<file path="src/rtl/tat_pkg.sv">
package tat_pkg;

  // Table geometry.
  localparam int NUM_SITUATIONS = 1024;
  localparam int ACT_SLOTS      = 16;
  localparam int SIT_W          = $clog2(NUM_SITUATIONS);
  localparam int ACT_W          = $clog2(ACT_SLOTS);
  localparam int ADDR_W         = SIT_W + ACT_W;
  localparam int CNT_W          = $clog2(ACT_SLOTS + 1);

  // Field widths of the stream words.
  localparam int SIT_FIELD_W = 10;
  localparam int ACT_FIELD_W = 4;
  localparam int MASK_W      = 16;
  localparam int RND_W       = 16;
  localparam int TOK_W       = 24;
  localparam int SCALE_W     = 16;
  localparam int NACT_W      = 5;
  localparam int IN_DATA_W   = 88;
  localparam int OUT_DATA_W  = 32;

  // Arithmetic widths. A sum of all entries of a row fits SUM_W bits.
  localparam int Q_FRAC     = 12;
  localparam int SUM_W      = TOK_W + ACT_W;
  localparam int PROD_W     = SUM_W + RND_W;
  localparam int TGT_SHIFT  = 28;
  localparam int TGT_W      = PROD_W - TGT_SHIFT;
  localparam int REM_W      = TGT_W + Q_FRAC + 1;
  localparam int LPROD_W    = SCALE_W + TOK_W;
  localparam int LVAL_W     = LPROD_W - Q_FRAC + 2;

  localparam logic [TOK_W-1:0]  RESET_TOKENS  = 24'd40960;
  localparam logic [TOK_W-1:0]  RESET_FLOOR   = 24'd41;
  localparam logic [NACT_W-1:0] RESET_ACTIONS = 5'd16;
  localparam logic [TOK_W-1:0]  TOK_MAX       = 24'hFFFFFF;
  localparam logic [SUM_W-1:0]  ONE_TOKEN     = SUM_W'(4096);

  typedef enum logic [1:0] {
    CFG_ACTIONS = 2'd0,
    CFG_START   = 2'd1,
    CFG_FLOOR   = 2'd2
  } cfg_idx_t;

  typedef enum logic {
    REQ_CHOOSE = 1'b0,
    REQ_LEARN  = 1'b1
  } req_t;

  typedef enum logic [3:0] {
    ST_CLEAR,
    ST_IDLE,
    ST_SUM,
    ST_REFILL,
    ST_MUL,
    ST_WALK,
    ST_LREAD,
    ST_LMUL,
    ST_LWRITE,
    ST_DONE
  } state_t;

  typedef struct packed {
    logic [NACT_W-1:0] actions_in_use;
    logic [TOK_W-1:0]  refill_tokens;
    logic [TOK_W-1:0]  token_floor;
  } cfg_t;

  typedef struct packed {
    req_t                     req_type;
    logic [SIT_FIELD_W-1:0]   situation;
    logic [ACT_FIELD_W-1:0]   action;
    logic [MASK_W-1:0]        permitted_mask;
    logic [RND_W-1:0]         random_fraction;
    logic signed [TOK_W-1:0]  token_add;
    logic [SCALE_W-1:0]       token_scale;
  } item_t;

  typedef struct packed {
    logic [ACT_FIELD_W-1:0] chosen_action;
    logic                   underflow;
    logic [TOK_W-1:0]       updated_tokens;
  } res_t;

  typedef struct packed {
    logic              we;
    logic [ADDR_W-1:0] addr;
    logic [TOK_W-1:0]  data;
  } ram_wr_t;

endpackage

</file>
<file path="src/rtl/tat_seq.sv">
module tat_seq import tat_pkg::*; (
  input  logic              clk,
  input  logic              rst,
  input  cfg_t              cfg,
  input  logic              in_vld,
  output logic              in_rdy,
  input  item_t             in_item,
  output logic              res_vld,
  input  logic              res_rdy,
  output res_t              res,
  output ram_wr_t           ram_wr,
  output logic [ADDR_W-1:0] ram_raddr,
  input  logic [TOK_W-1:0]  ram_rdata
);

  state_t state, state_next;

  logic [ADDR_W-1:0]       clr_cnt;
  item_t                   item;
  logic [CNT_W-1:0]        n_live;
  logic [CNT_W-1:0]        idx;
  logic                    rd_vld;
  logic [ACT_W-1:0]        rd_idx;
  logic [SUM_W-1:0]        sum;
  logic [CNT_W-1:0]        cnt;
  logic                    underflow;
  logic signed [REM_W-1:0] rem;
  logic                    found;
  logic [ACT_W-1:0]        chosen;
  logic [LPROD_W-1:0]      lprod;
  res_t                    res_q;

  logic [SIT_W-1:0]         sit_idx;
  logic                     issue;
  logic                     pass_end;
  logic                     hit;
  logic signed [REM_W-1:0]  rem_new;
  logic [PROD_W-1:0]        tgt_prod;
  logic signed [LVAL_W-1:0] lsum;
  logic [TOK_W-1:0]         lval;
  logic [NACT_W-1:0]        n_cfg;

  // Situation index wraps at the table size, a power of two.
  assign sit_idx  = item.situation[SIT_W-1:0];
  assign issue    = (idx < n_live);
  assign pass_end = !issue && !rd_vld;
  assign hit      = rd_vld && item.permitted_mask[rd_idx];
  assign n_cfg    = (cfg.actions_in_use > NACT_W'(ACT_SLOTS)) ?
                    NACT_W'(ACT_SLOTS) : cfg.actions_in_use;

  // Walk step: subtract the weight read back from memory.
  assign rem_new  = rem - $signed({{(REM_W - TOK_W){1'b0}}, ram_rdata});
  assign tgt_prod = sum * PROD_W'(item.random_fraction);

  // Learn update: add + scale * old, clamped at the floor and at the maximum.
  always_comb begin
    lsum = LVAL_W'(item.token_add) +
           $signed({2'b00, lprod[LPROD_W-1:Q_FRAC]});
    if (lsum <= $signed({{(LVAL_W - TOK_W){1'b0}}, cfg.token_floor})) begin
      lval = cfg.token_floor;
    end else if (lsum > $signed({{(LVAL_W - TOK_W){1'b0}}, TOK_MAX})) begin
      lval = TOK_MAX;
    end else begin
      lval = lsum[TOK_W-1:0];
    end
  end

  // Next state.
  always_comb begin
    state_next = state;
    unique case (state)
      ST_CLEAR: begin
        if (clr_cnt == {ADDR_W{1'b1}}) state_next = ST_IDLE;
      end
      ST_IDLE: begin
        if (in_vld) state_next = (in_item.req_type == REQ_LEARN) ? ST_LREAD : ST_SUM;
      end
      ST_SUM: begin
        if (pass_end) state_next = (sum <= ONE_TOKEN) ? ST_REFILL : ST_MUL;
      end
      ST_REFILL: begin
        if (!issue) state_next = ST_MUL;
      end
      ST_MUL:    state_next = ST_WALK;
      ST_WALK: begin
        if (pass_end) state_next = ST_DONE;
      end
      ST_LREAD:  state_next = ST_LMUL;
      ST_LMUL:   state_next = ST_LWRITE;
      ST_LWRITE: state_next = ST_DONE;
      ST_DONE: begin
        if (res_rdy) state_next = ST_IDLE;
      end
      default:   state_next = ST_IDLE;
    endcase
  end

  // Outputs and memory control.
  always_comb begin
    in_rdy      = 1'b0;
    res_vld     = 1'b0;
    ram_wr.we   = 1'b0;
    ram_wr.addr = {sit_idx, idx[ACT_W-1:0]};
    ram_wr.data = cfg.refill_tokens;
    ram_raddr   = {sit_idx, idx[ACT_W-1:0]};
    unique case (state)
      ST_CLEAR: begin
        ram_wr.we   = 1'b1;
        ram_wr.addr = clr_cnt;
        ram_wr.data = RESET_TOKENS;
      end
      ST_IDLE:   in_rdy = 1'b1;
      ST_REFILL: ram_wr.we = issue && item.permitted_mask[idx[ACT_W-1:0]];
      ST_LREAD:  ram_raddr = {sit_idx, item.action[ACT_W-1:0]};
      ST_LWRITE: begin
        ram_wr.we   = 1'b1;
        ram_wr.addr = {sit_idx, item.action[ACT_W-1:0]};
        ram_wr.data = lval;
      end
      ST_DONE:   res_vld = 1'b1;
      default: begin
      end
    endcase
  end

  // Control registers.
  always_ff @(posedge clk) begin
    if (rst) begin
      state   <= ST_CLEAR;
      clr_cnt <= '0;
      rd_vld  <= 1'b0;
    end else begin
      state   <= state_next;
      clr_cnt <= clr_cnt + ADDR_W'(1);
      rd_vld  <= ((state == ST_SUM) || (state == ST_WALK)) && issue;
    end
  end

  // Datapath registers.
  always_ff @(posedge clk) begin
    rd_idx <= idx[ACT_W-1:0];
    case (state)
      ST_IDLE: begin
        item      <= in_item;
        n_live    <= n_cfg;
        idx       <= '0;
        sum       <= '0;
        cnt       <= '0;
        underflow <= 1'b0;
        found     <= 1'b0;
        chosen    <= '0;
      end
      ST_SUM: begin
        if (issue) idx <= idx + CNT_W'(1);
        if (hit) begin
          sum <= sum + SUM_W'(ram_rdata);
          cnt <= cnt + CNT_W'(1);
        end
        if (pass_end) begin
          idx <= '0;
          if (sum <= ONE_TOKEN) underflow <= 1'b1;
        end
      end
      ST_REFILL: begin
        if (issue) begin
          idx <= idx + CNT_W'(1);
        end else begin
          sum <= SUM_W'(cnt) * SUM_W'(cfg.refill_tokens);
          idx <= '0;
        end
      end
      ST_MUL: begin
        rem <= $signed({1'b0, tgt_prod[PROD_W-1:TGT_SHIFT], {Q_FRAC{1'b0}}});
      end
      ST_WALK: begin
        if (issue) idx <= idx + CNT_W'(1);
        if (hit && !found) begin
          rem <= rem_new;
          if (rem_new <= 0) begin
            found  <= 1'b1;
            chosen <= rd_idx;
          end
        end
        if (pass_end) begin
          res_q.chosen_action  <= ACT_FIELD_W'(chosen);
          res_q.underflow      <= underflow;
          res_q.updated_tokens <= '0;
        end
      end
      ST_LMUL: begin
        lprod <= LPROD_W'(item.token_scale) * LPROD_W'(ram_rdata);
      end
      ST_LWRITE: begin
        res_q.chosen_action  <= '0;
        res_q.underflow      <= 1'b0;
        res_q.updated_tokens <= lval;
      end
      default: begin
      end
    endcase
  end

  assign res = res_q;

endmodule

</file>
<file path="config.mk">
export PLATFORM = sky130hd
export DESIGN_NAME = tat_seq
export DESIGN_NICKNAME = d
export VERILOG_FILES = /design/src/rtl/tat_pkg.sv /design/src/rtl/tat_seq.sv
export SDC_FILE = /design/constraint.sdc
export NUM_CORES = 2
export LEC_CHECK = 0
export ABC_AREA = 1
export BUFFER_PORTS_ARGS = -buffer_cell sky130_fd_sc_hd__buf_2
export CAP_MARGIN = 20
export CORE_ASPECT_RATIO = 1.4
export CORE_MARGIN = 3
export CORE_UTILIZATION = 35
export DETAILED_ROUTE_END_ITERATION = 7
export SLEW_MARGIN = 25
export SYNTH_ARGS = -nofsm -noshare
export SYNTH_HDL_FRONTEND = slang
export SYNTH_SLANG_ARGS = --single-unit
</file>
<file path="constraint.sdc">
create_clock -name clk -period 11.1 [get_ports clk]
set_input_delay 2.22 -clock clk [delete_from_list [all_inputs] [get_ports clk]]
set_output_delay 2.22 -clock clk [all_outputs]
set_load 0.005 [all_outputs]
</file>
==> reports/results.md <==
- 438 µm — vertical extent of the die
- 2 — CTS H-tree depth
- sky130_fd_sc_hd__edfxtp_1 — Main synth FF type
- 53 — synth unique cells
- 4.93 — via density per instance
- buf_2 > nand2_1 > fa_1 > inv_1 > fa_1 > inv_1 > fa_1 > inv_1 > fa_1 > fa_1 > inv_1 > fa_1 > inv_1 > ha_1 > a21oi_1 > o21ai_0 > a21oi_1 > o21ai_0 > a31oi_1 > o21ai_0 > nand3_1 > nand2_1 > xor2_1 — critical path, cell by cell
- 0 — count of endpoints failing setup in the final report
- 131000 µm² — placeable core region
- 0.152 — sequential cell area fraction in the yosys report
- 148000 µm — WL final
- 18 — top fanout value on the critical path
- 7100 µm² — area used by sequential logic in the layout
- register — endpoint class of the critical path
- 49 — largest net degree at the start of global routing
- 1.03 ns — Tightest Pin Transition
- 3 — Clock Tree Buf Depth
- 35 — TritonCTS buffer count
- 0 — Antenna Nets Post-Route
- 138000 µm² — Die Footprint
- 221 — number of flops mapped to enable cells by yosys
- input port to register — category of the most critical setup path
- 2.83 ns — worst-case setup slack after placement
- 0.60 ns — Worst-Skew Late Latency
- 0 — number of warnings issued by yosys
- 0.0275 ns — Layout Skew
- 22 — cell depth of the worst flop-to-flop path
- item[1]$_DFFE_PP_ — launching point of the worst reg2reg path
- false — RSZ-0062 raised after global routing
- 0 — Gates resized, CTS repair
- 0.58 ns — Slowest Stage Delay on Critical Path
- 0 — number of maximum-capacitance constraint violations
- 0 ns — setup TNS after final layout
- 41537 — number of global-route vias before repair
- 7.61 µm² — synthesized area divided by synthesized cell count
- register to register — type of the worst min-delay path
- 0.0733 — share of final-layout standard cells stronger than drive strength 1
- 7504 — Total Nets Final
- 252 — boundary pin count
- 244 — register bit total from synthesis
- completed — status
- 251 — number of I/O port buffers
- 6119 — cell count after synthesis
- 0.355 — initial core utilization
- 18.5 µm — post-DR wirelength/cell
- 7.70 ns — minimum clock period
- 32600 µm² — area of combinational cells with multiple inputs
- 0 — Post-route DRC
- 6 — drt pass-1 iters
- 0 — max-slew violations
- 11.44 ns — data required time at the worst endpoint
- 314 µm — Die Span X
- 234000 µm — first-pass GRT wire length
- 2974 — initial DRC count
- 0 — Synth async-reset ratio
- done — TritonCTS clock tree
- 157 — number of placement rows
- 8.04 ns — arrival time of data at the critical path endpoint
- 13699 — Fillers
- 0 — final-report hold violation count
- 244 — sink count of the clock tree
- 122000 µm — DP Wirelength
- 0 — number of setup buffers added after CTS
- 0.218 — overall fraction of global-route tracks in use
- 39512 — total number of vias
- sky130_fd_sc_hd__fa_1 — Most Frequent Cell on Critical Path
- 0.694 — fin crit share
- 12 — initial antenna violation count
- clr_cnt[0]$_SDFF_PP0_ — Worst Hold Endpoint
- sky130_fd_sc_hd__fa_1 — critical path's slowest cell
- 0 — aggregate global routing overflow
- 0 — hold_buf cts
- lprod[35]$_DFFE_PP_ — capture point of the worst reg-to-reg path
- 7388 — Post-Synthesis Net Count
- 4.31 ns — Register-to-Register Setup Slack
- 130 MHz — Achievable Freq
- 9.24% — synthesis-to-finish area growth
- 0.06 ns — clock transition at the registers of the reported paths
- 46600 µm² — Post-Synthesis Cell Area
- 3.40 ns — Final Worst Setup Slack
- clr_cnt[0]$_SDFF_PP0_ — start point of the worst hold path
- 0.306 — slew margin rel.
- input port — startpoint types
- sky130_fd_sc_hd__clkbuf_16 — Root Driver
- 1 — hold-critical path depth
- 0.927 — last weighted congestion value of the routability-driven placer
cell families (layout without fill, tap and decap cells):
family | Yosys count | count (layout) | share of synthesized area
AND/OR/NAND/NOR | 2253 | 2253 | 0.196
AO/OA/AOI/OAI | 597 | 597 | 0.0707
XOR/XNOR | 93 | 93 | 0.0175
other | 0 | 12 | 0
adder cells (fa/ha/maj) | 1101 | 1101 | 0.414
flip-flops | 244 | 244 | 0.152
buffers and inverters | 1831 | 1971 | 0.149
per-stage QoR:
step	std cells	cell area, µm²	hold slack [ns]	util
after floorplan	6119	46600	0.375	-
after global placement	7942	49600	0.447	0.377
after detailed placement	7944	49600	0.453	0.377
after CTS	8005	50800	0.469	0.387
after global routing	8013	50900	0.504	0.387
final	8020	50900	0.468	0.387
cells in the mapped netlist, types with 8 or more instances:
cell                       instances  area, µm²
sky130_fd_sc_hd__ha_1            367       4590
sky130_fd_sc_hd__dfxtp_1          23        460
sky130_fd_sc_hd__nand2_1        1630       6120
sky130_fd_sc_hd__xor2_1           48        420
sky130_fd_sc_hd__edfxtp_1        221       6640
sky130_fd_sc_hd__a21oi_1         285       1430
sky130_fd_sc_hd__nand4_1          27        169
sky130_fd_sc_hd__buf_4            11       82.6
sky130_fd_sc_hd__nor4_1           20        125
sky130_fd_sc_hd__o211ai_1         10       75.1
sky130_fd_sc_hd__fa_1            734      14700
sky130_fd_sc_hd__inv_1          1587       5960
sky130_fd_sc_hd__nand2_2          23        144
sky130_fd_sc_hd__nand3_2          22        220
sky130_fd_sc_hd__clkbuf_1        192        721
sky130_fd_sc_hd__nor3_1           48        240
sky130_fd_sc_hd__nor2_1          287       1080
sky130_fd_sc_hd__o21bai_1         14        105
sky130_fd_sc_hd__nand3_1         154        771
sky130_fd_sc_hd__o221ai_1          8       70.1
sky130_fd_sc_hd__buf_1            29        109
sky130_fd_sc_hd__o21a_1           17        128
sky130_fd_sc_hd__a21o_1           17        128
sky130_fd_sc_hd__xnor2_1          45        394
sky130_fd_sc_hd__nor2_2            8       50.1
sky130_fd_sc_hd__o22ai_1           8       50.1
sky130_fd_sc_hd__or2_2            16        100
sky130_fd_sc_hd__a31oi_1          19        119
sky130_fd_sc_hd__o21ai_0         188        941
routing by layer:
| metal | up-vias | part of all wire | routed length, µm | track usage |
|---|---|---|---|---|
| met1 | 19731 | 0.41 | 60200 | 0.271 |
| met2 | 1061 | 0.50 | 74400 | 0.386 |
| met4 | 6 | 0.042 | 6250 | 0.0849 |
| li1 | 18486 | - | - | - |
| met5 | - | 0.00028 | 41 | 0 |
| met3 | 228 | 0.049 | 7250 | 0.0240 |
sequential cells by signal, indices dropped and copies added, names as in the netlist, 4 cells and up:
signal / count
item: 76
rem: 29
res: 29
lprod: 28
sum: 28
clr_cnt: 14
sit_idx: 10
cnt: 5
idx: 5
n_live: 5
chosen: 4
rd_idx: 4
state: 4
worst max-delay path by stage:
stage	from	to	slack, ns	cells after the start
finish	ram_rdata[21]	lprod[35]$_DFFE_PP_	3.40	23
global route	ram_rdata[19]	lprod[34]$_DFFE_PP_	3.04	23
CTS	ram_rdata[18]	lprod[35]$_DFFE_PP_	3.44	23
detailed placement	ram_rdata[18]	lprod[35]$_DFFE_PP_	2.83	23
global placement	ram_rdata[21]	lprod[35]$_DFFE_PP_	2.83	23
floorplan	ram_rdata[20]	lprod[34]$_DFFE_PP_	3.31	24
cell usage in the layout (no fill, tap or decap), types with 7 or more instances in the layout:
master,n
sky130_fd_sc_hd__a21o_1,17
sky130_fd_sc_hd__buf_4,64
sky130_fd_sc_hd__edfxtp_1,221
sky130_fd_sc_hd__o21bai_1,14
sky130_fd_sc_hd__diode_2,12
sky130_fd_sc_hd__nand3_1,154
sky130_fd_sc_hd__o211ai_1,10
sky130_fd_sc_hd__clkinv_2,7
sky130_fd_sc_hd__nand3_2,22
sky130_fd_sc_hd__dfxtp_1,23
sky130_fd_sc_hd__or2_2,16
sky130_fd_sc_hd__nand2_2,24
sky130_fd_sc_hd__o221ai_1,8
sky130_fd_sc_hd__nand2_1,1629
sky130_fd_sc_hd__nand3b_1,7
sky130_fd_sc_hd__a21oi_1,285
sky130_fd_sc_hd__xor2_1,48
sky130_fd_sc_hd__o21a_1,17
sky130_fd_sc_hd__clkbuf_16,35
sky130_fd_sc_hd__xnor2_1,45
sky130_fd_sc_hd__nor2_2,10
sky130_fd_sc_hd__inv_1,1587
sky130_fd_sc_hd__buf_2,251
sky130_fd_sc_hd__fa_1,734
sky130_fd_sc_hd__nor3_1,48
sky130_fd_sc_hd__nor2_1,284
sky130_fd_sc_hd__o22ai_1,8
sky130_fd_sc_hd__nand4_1,27
sky130_fd_sc_hd__o21ai_0,186
sky130_fd_sc_hd__a31oi_1,19
sky130_fd_sc_hd__nor4_1,20
sky130_fd_sc_hd__ha_1,367
layout make-up:
cell class | instances | share of cell area
timing repair buffer | 320 | 0.0356
clock buffer | 40 | 0.0178
clock inverter | 21 | 0.00619
multi-input combinational | 4044 | 0.640
tap | 1749 | 0.0430
antenna | 12 | 0.000590
sequential | 244 | 0.139
inverter | 1590 | 0.117
worst max-delay path: cells and delay by family:
| family | cells | cell delay, ns |
|---|---|---|
| xor gates and xnor gates | 1 | 0.15 |
| and+or+nand+nor | 3 | 0.31 |
| adders and majority gates | 7 | 3.44 |
| AOI/OAI and AO/OA | 6 | 1.27 |
| buffers and inverters | 6 | 0.60 |
Power is left out: the tool's default activity adds up to more than one toggle a clock period on the data nets, which glitch-free logic cannot reach.
